[config.mk]
export PLATFORM = sky130hd
export DESIGN_NAME = tcp_client_segment_sequencer
export DESIGN_NICKNAME = d
export VERILOG_FILES = /design/src/sv/tccs_pkg.sv /design/src/sv/tccs_core.sv /design/src/sv/tccs_fifo.sv /design/src/sv/tcp_client_segment_sequencer.sv
export SDC_FILE = /design/constraint.sdc
export NUM_CORES = 2
export LEC_CHECK = 0
export BUFFER_PORTS_ARGS = -buffer_cell sky130_fd_sc_hd__buf_4
export CAP_MARGIN = 20
export CORE_MARGIN = 3
export CORE_UTILIZATION = 45
export DETAILED_ROUTE_END_ITERATION = 6
export PLACE_DENSITY = 0.77
export SYNTH_ARGS = -nofsm -noshare
export SYNTH_HDL_FRONTEND = slang
export SYNTH_SLANG_ARGS = --single-unit
[constraint.sdc]
create_clock -name clock -period 7.15 [get_ports clock]
set_input_delay 0.3575 -clock clock [delete_from_list [all_inputs] [get_ports clock]]
set_output_delay 0.3575 -clock clock [all_outputs]
set_load 0.01 [all_outputs]
[src/sv/tccs_pkg.sv]
package tccs_pkg;

   localparam int HDR_BYTES = 20;
   localparam int OPT_BYTES = 12;
   localparam logic [3:0] HDR_WORDS = 4'(HDR_BYTES / 4);
   localparam logic [3:0] OPT_HDR_WORDS = 4'((HDR_BYTES + OPT_BYTES) / 4);

   localparam logic [31:0] FIRST_SEQ = 32'd10;

   localparam logic [7:0] FLAG_FIN = 8'h01;
   localparam logic [7:0] FLAG_SYN = 8'h02;
   localparam logic [7:0] FLAG_PSH = 8'h08;
   localparam logic [7:0] FLAG_ACK = 8'h10;
   localparam int FIN_BIT = 0;
   localparam int SYN_BIT = 1;

   localparam int RESULT_DEPTH = 4;
   localparam int PTR_W = $clog2(RESULT_DEPTH);
   localparam int COUNT_W = PTR_W + 1;

   typedef enum logic [1:0] {
      OP_OPEN    = 2'd0,
      OP_SEGMENT = 2'd1,
      OP_SEND    = 2'd2
   } op_type;

   typedef enum logic [1:0] {
      ST_IDLE      = 2'd0,
      ST_HANDSHAKE = 2'd1,
      ST_TRANSFER  = 2'd2,
      ST_CLOSED    = 2'd3
   } conn_state_type;

   typedef enum logic [1:0] {
      SRC_NONE    = 2'd0,
      SRC_REQUEST = 2'd1,
      SRC_APP     = 2'd2
   } psrc_type;

   typedef enum logic [1:0] {
      CSR_LOCAL_PORT     = 2'd0,
      CSR_REMOTE_PORT    = 2'd1,
      CSR_REMOTE_ADDRESS = 2'd2,
      CSR_REQUEST_LENGTH = 2'd3
   } csr_index_type;

   typedef struct packed {
      logic [1:0]  op;
      logic [31:0] peer_address;
      logic [15:0] rx_dest_port;
      logic [7:0]  rx_flags;
      logic [31:0] rx_sequence;
      logic [31:0] rx_ack;
      logic [3:0]  rx_offset_words;
      logic [15:0] segment_length;
   } item_type;

   typedef struct packed {
      logic [31:0] dest_address;
      logic [31:0] seq;
      logic [31:0] ack;
      logic [7:0]  flags;
      logic        options_present;
      logic [15:0] payload_length;
      psrc_type    payload_source;
      logic [15:0] delivered_length;
      logic        last;
   } result_type;

   typedef struct packed {
      logic [1:0] count;
      result_type first;
      result_type second;
   } push_type;

   typedef struct packed {
      logic [15:0] local_port;
      logic [15:0] remote_port;
      logic [31:0] remote_address;
      logic [15:0] request_length;
   } csr_type;

endpackage

[src/sv/tccs_core.sv]
module tccs_core (
   input  logic               clock,
   input  logic               reset,
   input  logic               req_valid,
   output logic               req_stall,
   input  tccs_pkg::item_type req_item,
   input  tccs_pkg::csr_type  csr,
   input  logic               room,
   output tccs_pkg::push_type push
);
   import tccs_pkg::*;

   logic           stage_valid_ff, stage_valid_in;
   item_type       stage_ff;
   conn_state_type conn_state_ff, conn_state_in;
   logic [31:0]    sent_sequence_ff, sent_sequence_in;
   logic [31:0]    sent_ack_ff, sent_ack_in;

   logic        fire;
   logic        accept;
   logic        is_open, is_send, port_match;
   logic        syn_reply, fin_reply, data_reply;
   logic [5:0]  hdr_len;
   logic [15:0] rx_payload;
   logic [31:0] rseq_plus_one;
   logic [31:0] rseq_plus_payload;

   assign fire      = stage_valid_ff && room;
   assign req_stall = stage_valid_ff && !fire;
   assign accept    = req_valid && !req_stall;

   assign stage_valid_in = accept || (stage_valid_ff && !fire);

   always_ff @(posedge clock) begin
      if (reset) begin
         stage_valid_ff <= 1'b0;
      end else begin
         stage_valid_ff <= stage_valid_in;
      end
   end

   always_ff @(posedge clock) begin
      if (accept) begin
         stage_ff <= req_item;
      end
   end

   // decode of the held item
   assign is_open    = (stage_ff.op == OP_OPEN);
   assign is_send    = (stage_ff.op == OP_SEND);
   assign port_match = (stage_ff.op == OP_SEGMENT) && (stage_ff.rx_dest_port == csr.local_port);
   assign hdr_len    = {stage_ff.rx_offset_words, 2'b00};
   assign rx_payload = stage_ff.segment_length - {10'd0, hdr_len};

   assign syn_reply  = port_match && (conn_state_ff == ST_HANDSHAKE)
                       && stage_ff.rx_flags[SYN_BIT];
   assign fin_reply  = port_match && (conn_state_ff == ST_TRANSFER)
                       && stage_ff.rx_flags[FIN_BIT];
   assign data_reply = port_match && (conn_state_ff == ST_TRANSFER)
                       && !stage_ff.rx_flags[FIN_BIT]
                       && (stage_ff.segment_length > {10'd0, hdr_len});

   assign rseq_plus_one     = stage_ff.rx_sequence + 32'd1;
   assign rseq_plus_payload = stage_ff.rx_sequence + {16'd0, rx_payload};

   // next state
   always_comb begin
      conn_state_in    = conn_state_ff;
      sent_sequence_in = sent_sequence_ff;
      sent_ack_in      = sent_ack_ff;
      if (fire) begin
         if (is_open) begin
            conn_state_in    = ST_HANDSHAKE;
            sent_sequence_in = FIRST_SEQ;
            sent_ack_in      = '0;
         end else if (is_send) begin
            sent_sequence_in = sent_sequence_ff + {16'd0, stage_ff.segment_length};
         end else if (syn_reply) begin
            conn_state_in    = ST_TRANSFER;
            sent_sequence_in = stage_ff.rx_ack + {16'd0, csr.request_length};
            sent_ack_in      = rseq_plus_one;
         end else if (fin_reply) begin
            conn_state_in    = ST_CLOSED;
            sent_sequence_in = stage_ff.rx_ack;
            sent_ack_in      = rseq_plus_one;
         end else if (data_reply) begin
            sent_sequence_in = stage_ff.rx_ack;
            sent_ack_in      = rseq_plus_payload;
         end
      end
   end

   always_ff @(posedge clock) begin
      if (reset) begin
         conn_state_ff    <= ST_IDLE;
         sent_sequence_ff <= '0;
         sent_ack_ff      <= '0;
      end else begin
         conn_state_ff    <= conn_state_in;
         sent_sequence_ff <= sent_sequence_in;
         sent_ack_ff      <= sent_ack_in;
      end
   end

   // result descriptors
   always_comb begin
      push        = '0;
      push.first  = '0;
      push.second = '0;
      if (is_open) begin
         push.count                 = 2'd1;
         push.first.dest_address    = csr.remote_address;
         push.first.seq             = FIRST_SEQ;
         push.first.ack             = '0;
         push.first.flags           = FLAG_SYN;
         push.first.options_present = 1'b1;
         push.first.payload_source  = SRC_NONE;
         push.first.last            = 1'b1;
      end else if (is_send) begin
         push.count                 = 2'd1;
         push.first.dest_address    = csr.remote_address;
         push.first.seq             = sent_sequence_ff;
         push.first.ack             = sent_ack_ff;
         push.first.flags           = FLAG_PSH | FLAG_ACK;
         push.first.payload_length  = stage_ff.segment_length;
         push.first.payload_source  = SRC_APP;
         push.first.last            = 1'b1;
      end else if (syn_reply) begin
         push.count                  = 2'd2;
         push.first.dest_address     = stage_ff.peer_address;
         push.first.seq              = stage_ff.rx_ack;
         push.first.ack              = rseq_plus_one;
         push.first.flags            = FLAG_ACK;
         push.first.options_present  = 1'b1;
         push.first.payload_source   = SRC_NONE;
         push.second.dest_address    = stage_ff.peer_address;
         push.second.seq             = stage_ff.rx_ack;
         push.second.ack             = rseq_plus_one;
         push.second.flags           = FLAG_PSH | FLAG_ACK;
         push.second.options_present = 1'b1;
         push.second.payload_length  = csr.request_length;
         push.second.payload_source  = SRC_REQUEST;
         push.second.last            = 1'b1;
      end else if (fin_reply || data_reply) begin
         push.count                 = 2'd1;
         push.first.dest_address    = stage_ff.peer_address;
         push.first.seq             = stage_ff.rx_ack;
         push.first.ack             = fin_reply ? rseq_plus_one : rseq_plus_payload;
         push.first.flags           = FLAG_ACK;
         push.first.options_present = 1'b1;
         push.first.payload_source  = SRC_NONE;
         push.first.delivered_length = fin_reply ? 16'd0 : rx_payload;
         push.first.last            = 1'b1;
      end
      if (!fire) begin
         push.count = 2'd0;
      end
   end

   a_open_enters_handshake: assert property (@(posedge clock) disable iff (reset)
      fire && is_open |=> conn_state_ff == ST_HANDSHAKE)
      else $error("open did not enter handshake");

   a_pair_only_from_handshake: assert property (@(posedge clock) disable iff (reset)
      push.count == 2'd2 |-> conn_state_ff == ST_HANDSHAKE && fire)
      else $error("two results outside handshake");

   a_held_item_kept: assert property (@(posedge clock) disable iff (reset)
      stage_valid_ff && !room |=> stage_valid_ff && $stable(stage_ff))
      else $error("held item lost while queue full");

   a_no_push_when_empty: assert property (@(posedge clock) disable iff (reset)
      !stage_valid_ff |-> push.count == 2'd0)
      else $error("result pushed without an item");

endmodule

[src/sv/tccs_fifo.sv]
module tccs_fifo (
   input  logic                 clock,
   input  logic                 reset,
   input  tccs_pkg::push_type   push,
   output logic                 room,
   output logic                 rsp_valid,
   input  logic                 rsp_stall,
   output tccs_pkg::result_type head
);
   import tccs_pkg::*;

   result_type        entries_ff [RESULT_DEPTH];
   logic [PTR_W-1:0]  wr_ptr_ff, wr_ptr_in;
   logic [PTR_W-1:0]  rd_ptr_ff, rd_ptr_in;
   logic [COUNT_W-1:0] count_ff, count_in;
   logic              pop;
   logic [PTR_W-1:0]  wr_next;

   assign rsp_valid = (count_ff != '0);
   assign pop       = rsp_valid && !rsp_stall;
   // room for a two-result burst
   assign room      = (count_ff <= COUNT_W'(RESULT_DEPTH - 2));
   assign head      = entries_ff[rd_ptr_ff];
   assign wr_next   = wr_ptr_ff + PTR_W'(1);

   assign wr_ptr_in = wr_ptr_ff + PTR_W'(push.count);
   assign rd_ptr_in = rd_ptr_ff + PTR_W'(pop);
   assign count_in  = count_ff + COUNT_W'(push.count) - COUNT_W'(pop);

   always_ff @(posedge clock) begin
      if (reset) begin
         wr_ptr_ff <= '0;
         rd_ptr_ff <= '0;
         count_ff  <= '0;
      end else begin
         wr_ptr_ff <= wr_ptr_in;
         rd_ptr_ff <= rd_ptr_in;
         count_ff  <= count_in;
      end
   end

   always_ff @(posedge clock) begin
      if (push.count != 2'd0) begin
         entries_ff[wr_ptr_ff] <= push.first;
      end
      if (push.count == 2'd2) begin
         entries_ff[wr_next] <= push.second;
      end
   end

   a_count_bounded: assert property (@(posedge clock) disable iff (reset)
      count_ff <= COUNT_W'(RESULT_DEPTH))
      else $error("result queue overflow");

   a_push_needs_room: assert property (@(posedge clock) disable iff (reset)
      !room |-> push.count == 2'd0)
      else $error("push into full queue");

   a_drain_to_empty: assert property (@(posedge clock) disable iff (reset)
      pop && count_ff == COUNT_W'(1) && push.count == 2'd0 |=> !rsp_valid)
      else $error("queue not empty after last transfer");

endmodule

[src/sv/tcp_client_segment_sequencer.sv]
// TCP client segment sequencer, header level only.
// Input channel (req_*): one item per transfer, an open, a received segment
// header or an application send, taken when req_valid is high and req_stall
// low. Result channel (rsp_*): segment descriptors to emit, same valid/stall
// handshake; rsp_last marks the final descriptor caused by an item.
// Register port (csr_*): write-only, index 0 local port, 1 remote port,
// 2 remote address, 3 request length; write only while no item is in flight.
// An item is held in the input register, and its descriptors are
// written into the result queue, from which they are offered.
// Throughput: one item per cycle for items with one result or none, while the
// result queue has room; the SYN reply gives two descriptors, written into the
// queue together. The output side drains one descriptor per cycle while
// rsp_stall is low, from a four-entry result queue. When the receiver stalls,
// the queue fills; once fewer than two entries are free the input register holds its item and req_stall rises.
// Reset (synchronous) empties the queue, clears the input register, returns
// the connection to idle with zero sequence/ack numbers and loads the
// register defaults (local port 10000, others zero).
module tcp_client_segment_sequencer (
   input  logic        clock,
   input  logic        reset,
   input  logic        req_valid,
   output logic        req_stall,
   input  logic [1:0]  req_op,
   input  logic [31:0] req_peer_address,
   input  logic [15:0] req_rx_dest_port,
   input  logic [7:0]  req_rx_flags,
   input  logic [31:0] req_rx_sequence,
   input  logic [31:0] req_rx_ack,
   input  logic [3:0]  req_rx_offset_words,
   input  logic [15:0] req_segment_length,
   output logic        rsp_valid,
   input  logic        rsp_stall,
   output logic [31:0] rsp_dest_address,
   output logic [15:0] rsp_src_port_out,
   output logic [15:0] rsp_dst_port_out,
   output logic [31:0] rsp_seq_out,
   output logic [31:0] rsp_ack_out,
   output logic [7:0]  rsp_flags_out,
   output logic [3:0]  rsp_header_words,
   output logic        rsp_options_present,
   output logic [15:0] rsp_payload_length,
   output logic [1:0]  rsp_payload_source,
   output logic [15:0] rsp_delivered_length,
   output logic        rsp_last,
   input  logic        csr_write_enable,
   input  logic [1:0]  csr_index,
   input  logic [31:0] csr_write_data
);
   import tccs_pkg::*;

   csr_type    csr_ff, csr_in;
   item_type   req_item;
   push_type   push;
   logic       room;
   result_type head;

   always_comb begin
      csr_in = csr_ff;
      if (csr_write_enable) begin
         unique case (csr_index_type'(csr_index))
            CSR_LOCAL_PORT:     csr_in.local_port     = csr_write_data[15:0];
            CSR_REMOTE_PORT:    csr_in.remote_port    = csr_write_data[15:0];
            CSR_REMOTE_ADDRESS: csr_in.remote_address = csr_write_data;
            CSR_REQUEST_LENGTH: csr_in.request_length = csr_write_data[15:0];
            default:            csr_in = csr_ff;
         endcase
      end
   end

   always_ff @(posedge clock) begin
      if (reset) begin
         csr_ff.local_port     <= 16'd10000;
         csr_ff.remote_port    <= '0;
         csr_ff.remote_address <= '0;
         csr_ff.request_length <= '0;
      end else begin
         csr_ff <= csr_in;
      end
   end

   assign req_item.op              = req_op;
   assign req_item.peer_address    = req_peer_address;
   assign req_item.rx_dest_port    = req_rx_dest_port;
   assign req_item.rx_flags        = req_rx_flags;
   assign req_item.rx_sequence     = req_rx_sequence;
   assign req_item.rx_ack          = req_rx_ack;
   assign req_item.rx_offset_words = req_rx_offset_words;
   assign req_item.segment_length  = req_segment_length;

   tccs_core u_core (
      .clock     (clock),
      .reset     (reset),
      .req_valid (req_valid),
      .req_stall (req_stall),
      .req_item  (req_item),
      .csr       (csr_ff),
      .room      (room),
      .push      (push)
   );

   tccs_fifo u_fifo (
      .clock     (clock),
      .reset     (reset),
      .push      (push),
      .room      (room),
      .rsp_valid (rsp_valid),
      .rsp_stall (rsp_stall),
      .head      (head)
   );

   // user rule, not enforced: ports change only while idle; they come straight from the registers
   assign rsp_src_port_out     = csr_ff.local_port;
   assign rsp_dst_port_out     = csr_ff.remote_port;
   assign rsp_dest_address     = head.dest_address;
   assign rsp_seq_out          = head.seq;
   assign rsp_ack_out          = head.ack;
   assign rsp_flags_out        = head.flags;
   assign rsp_header_words     = head.options_present ? OPT_HDR_WORDS : HDR_WORDS;
   assign rsp_options_present  = head.options_present;
   assign rsp_payload_length   = head.payload_length;
   assign rsp_payload_source   = head.payload_source;
   assign rsp_delivered_length = head.delivered_length;
   assign rsp_last             = head.last;

endmodule

# Word level (Yosys, flattened, before mapping)
# Memory sizes are Yosys's and may differ from the RTL's. A register that Yosys moved wholly into a read port is not among the register bits.
# Index checks and enable logic that the tools add are counted.
# op_classes
mux	45
n_eq_ne	10
n_lt_le_gt_ge	2
addsub	10
reduce_logical	31
# op_table
cell	count
two-way mux 123 bit	3
two-way mux 32 bit	11
two-way mux 107 bit	2
two-way mux 106 bit	2
adder 32 x 16 -> 32 bit	3
two-way mux 16 bit	5
two-way mux 17 bit	2
adder 32 x 1 -> 32 bit (second input constant)	1
two-way mux 2 bit	9
equality test 16 bit	1
> comparator 16 x 6 -> 1 bit	1
subtractor 16 x 6 -> 16 bit	1
logical AND 1 bit	11
equality test 2 bit (second input constant)	5
two-way mux 1 bit	10
AND reduction 2 bit	5
equality test 2 x 1 -> 1 bit (second input constant)	3
AND reduction 3 bit	2
nonzero test 3 bit	2
nonzero test 5 bit	1
zero test 1 bit	4
zero test 2 bit	2
two-way mux 4 bit	1
nonzero test 4 bit	1
other kinds (9)	10
# word_totals
output_inout_bits	178
elab_cells	118
input_bits	181
memories	1
ramBits	560
regBits	290
# mem_list
name	words	word_bits	rd	rd_clocked_by_memory_dff	wr	line	text
u_fifo.entries_ff	4	140	1	1	2	tccs_fifo.sv:12	result_type entries_ff [RESULT_DEPTH];

# Depth between registers and ports, before layout
# logic_depth
depth_word	14
depth_mapped	19

# By module
# From an unflattened synthesis, not the netlist that was laid out.
# unflattened
cells_unflattened	3260
hier_area_um2	44531.5
# modules_own_cells
module	cells_per_inst	n_inst	area_per_inst_um2
tccs_fifo	1401	1	27178.6
tccs_core	1517	1	13807.0
tcp_client_segment_sequencer	342	1	3545.9

# Worst setup path after synthesis
# No wires, ideal clock.
# synth_timing
path_kind	register to register
startpoint	register u_fifo.count_ff[1]
endpoint	register u_core.stage_ff (netlist bit u_core.hdr_len[2]), enable pin
slack_ns	-0.118
n_path_buf	0
stages_incl_launch_ff	4
arrival_ns	6.620
required_time_ns	6.502
path_cell_list	dfxtp_1 a21oi_1 nor2b_1 nor2b_1
# synth_via
elab_chain_cells	6
# synth_lines
element	line	text
start: declaration	tccs_fifo.sv:15	logic [COUNT_W-1:0] count_ff, count_in;
start signal: assignment	tccs_fifo.sv:38	count_ff <= count_in;
<= comparator 3 x 2 -> 1 bit	tccs_fifo.sv:22	assign room = (count_ff <= COUNT_W'(RESULT_DEPTH - 2));
logical AND 1 bit	tccs_core.sv:28	assign fire = stage_valid_ff && room;
zero test 1 bit	tccs_core.sv:29	assign req_stall = stage_valid_ff && !fire;
logical AND 1 bit	tccs_core.sv:29	
named net req_stall	tcp_client_segment_sequencer.sv:22	output logic req_stall,
zero test 1 bit	tccs_core.sv:30	assign accept = req_valid && !req_stall;
logical AND 1 bit	tccs_core.sv:30	
named net u_core.accept	tccs_core.sv:20	logic accept;
end signal: assignment	tccs_core.sv:44	stage_ff <= req_item;
end: declaration	tccs_core.sv:14	item_type stage_ff;
# The timed path passes the listed nets, and every way through them passes these cells.
# A chain may end at the register's enable or synchronous reset.

==> results.toml <==
[final_layout]
fin_area_um2 = 47900
drive_gt1_frac = 0.185
nNetsFinal = 4143
synthToLayoutAreaGrowth_pct = 19.5

[floorplan]
coreArea_um2 = 87600
ios = 359
die_h_um = 304
dieArea_um2 = 92600
rows = 108
die_w_um = 304
start_util = 0.457

[critical_path]
critPathArrivalTime_ns = 5.81
endpoint_kind = "flip-flop"
ff2ff_path_depth = 10
worstPathRequired_ns = 7.48
startpoint_type = "flip-flop"
cp_max_fo = 55
path_class = "flip-flop to flip-flop"

[place]
place_area_um2 = 43300
globalplace.congestion = 0.928
dpl.hpwl_um = 81800
io_buffer_count = 346

[clock_tree]
numClockSinks = 830
cts_tree = "done"
numCtsBuffers = 88
clkLatencyLatePin_ns = 0.66
cts_resized = 0
hold_buffers = 162
cts_setup_buffers = 0
cts_max_level = 3
clk_path_buf_depth = 3
cts-root-buf = "clkbuf_16"
path_clk_slew_ns = 0.06

[worst_hold_path]
min_path_cells = 3
hold_path.class = "input port to flip-flop"

[yosys]
seq_area_frac_synth = 0.566
synth_cell_types = 88
syn_avg_cell_area_um2 = 11.4
synthCells = 3526
synth-seq-cells = 830
synth_async_sr_flop_share = 0
syn_area_um2 = 40000
synth-edff-count = 604
yosys_warnings = 0
synth_ff_type = "edfxtp_1"

[grt]
grt_overflow = 0
grt_max_degree = 137
grt_pass1_wl_um = 195000
track_usage = 0.274
antenna_found_initial = 8
grt_pass1_vias = 31500

[timing]
rsz0062_at_grt = "false"
period_share = 0.767
max_slew_margin = 0.0349
fin_crit_ns = 5.48
setup_viol = 0
fmax_mhz = 182
tightest_slew_ns = 1.45
fin_skew_ns = 0.0321
setup_tns_ns = 0
slew_violations = 0
hold_viol = 0

[power]
irDropWorstVdd_mv = 0.328
leakage_nw = 16.4
power.density_nw_per_um2 = 264

[routing]
drtIter0Drc = 3931
dr.pass1.iters = 7
ant_nets = 0
vias = 32300
wl_per_cell_um = 25.5
wirelength_um = 131000
viasPerCell = 6.28
drc_errors = 8

[run]
cap_violations = 0

[run_status]
status = "finished with violations"
violations = "design-rule violations"
-- path summary, 6_finish.rpt --
check	from	to	slack, ns
max	u_core.stage_ff[141]$_DFFE_PP_	u_fifo.entries_ff[3][27]$_DFFE_PP_	1.67
min	csr_write_data[1]	rsp_dst_port_out[1]$_SDFFE_PP0P_	0.02
max reg2reg	u_core.stage_ff[141]$_DFFE_PP_	u_fifo.entries_ff[3][27]$_DFFE_PP_	1.67
min reg2reg	u_core.sent_ack_ff[19]$_SDFFE_PP0P_	u_core.sent_ack_ff[19]$_SDFFE_PP0P_	0.45
-- layout by cell type, fill, tap and decap left out, drive strengths merged, types with 46 or more instances in the layout --
master / synthesis / layout
o2bb2ai: 55 / 55
ha: 60 / 60
buf: 151 / 392
dlygate4sd3: 0 / 162
edfxtp: 604 / 604
mux4: 135 / 135
nor2: 208 / 208
a22o: 99 / 99
xnor2: 63 / 63
xor2: 61 / 61
a21oi: 217 / 217
inv: 42 / 49
nand2: 565 / 565
nand2b: 46 / 46
dfxtp: 226 / 226
o22ai: 89 / 89
clkbuf: 127 / 111
nand3: 88 / 88
o21ai: 372 / 372
-- final cells by class --
cell class	count	area (um2)
Inverter	42	168
Sequential cell	830	22700
Antenna cell	7	17.5
Clock inverter	55	538
Timing Repair Buffer	554	4650
Multi-Input combinational cell	2381	16000
Tap cell	1155	1450
Clock buffer	111	2350
Fill cell	7120	39700
-- registers in the layout (all words and copies together) (netlist names) --
register                 cells
rsp_src_port_out            16
u_core.conn_state_ff         2
csr_ff                      48
u_core.hdr_len               4
u_core.stage_valid_ff        1
u_core.sent_ack_ff          32
u_fifo.rd_ptr_ff             2
u_fifo.entries_ff          540
u_fifo.wr_ptr_ff             2
u_core.stage_ff            132
u_fifo.count_ff              3
u_core.sent_sequence_ff     32
rsp_dst_port_out            16
-- synth_stat cells (all sizes together), types with 5 or more instances --
cell type / instances / area [um2]
a211o: 5 / 43.8
a211oi: 13 / 97.6
a21boi: 7 / 56.3
a21o: 22 / 165
a21oi: 217 / 1100
a221oi: 5 / 50.0
a22o: 99 / 867
a22oi: 33 / 248
a31oi: 14 / 87.6
and2: 12 / 75.1
and3: 14 / 87.6
and4: 5 / 43.8
buf: 151 / 848
clkbuf: 127 / 479
dfxtp: 226 / 4520
edfxtp: 604 / 18100
fa: 5 / 100
ha: 60 / 751
inv: 42 / 158
mux4: 135 / 3040
nand2: 565 / 2130
nand2b: 46 / 288
nand3: 88 / 450
nand3b: 6 / 45.0
nand4: 24 / 150
nor2: 208 / 818
nor2b: 18 / 113
nor3: 26 / 174
nor4: 12 / 118
o211ai: 13 / 103
o21a: 7 / 52.6
o21ai: 372 / 1870
o22ai: 89 / 557
o2bb2ai: 55 / 482
o31ai: 12 / 104
or2: 9 / 56.3
or3: 8 / 50.1
or4: 7 / 52.6
xnor2: 63 / 552
xor2: 61 / 534
-- metal layers --
metal | global-route usage | part of all wire
met1 | 0.348 | 0.36
met2 | 0.429 | 0.46
met3 | 0.0655 | 0.12
met4 | 0.163 | 0.064
met5 | 0 | 0.00020
-- where the power goes --
group | total, W | leakage (nW) | internal (W) | switching, W
clock network | 0.00460 | 1.41 | 0.00264 | 0.00197
registers | 0.00556 | 7.62 | 0.00531 | 0.000250
logic | 0.00246 | 7.34 | 0.00113 | 0.00133
-- worst max-delay path, stage by stage, from the launching register on --
cell,delay (ns)
edfxtp_1,0.49
nor2b_1,0.51
nand4_1,0.53
and4bb_2,0.47
nand2_1,0.13
nor2_1,0.76
nand2_1,0.67
inv_2,0.22
nor2_2,0.13
inv_4,0.78
buf_4,0.40
-- logic make-up after synthesis --
family,share of synthesized area
flip-flops,0.566
XOR/XNOR,0.0271
adder cells (fa/ha/maj),0.0212
AO/OA/AOI/OAI,0.153
AND/OR/NAND/NOR,0.118
multiplexers,0.0772
other,0.0000937
buffers and inverters,0.0371
-- through the flow --
stage	hold WS (ns)	std cells	setup WS, ns	power [W]	util
2_1_floorplan	0.420	3531	1.99	0.00700	-
3_3_place_gp	0.428	4798	2.08	0.00799	0.495
3_5_place_dp	0.441	4799	1.96	0.00802	0.495
4_1_cts	0.00382	5127	1.91	0.0126	0.546
5_1_grt	0.0113	5132	1.53	0.0130	0.546
6_report	0.0195	5135	1.67	0.0126	0.547
Power figures use the tool's default switching activity.
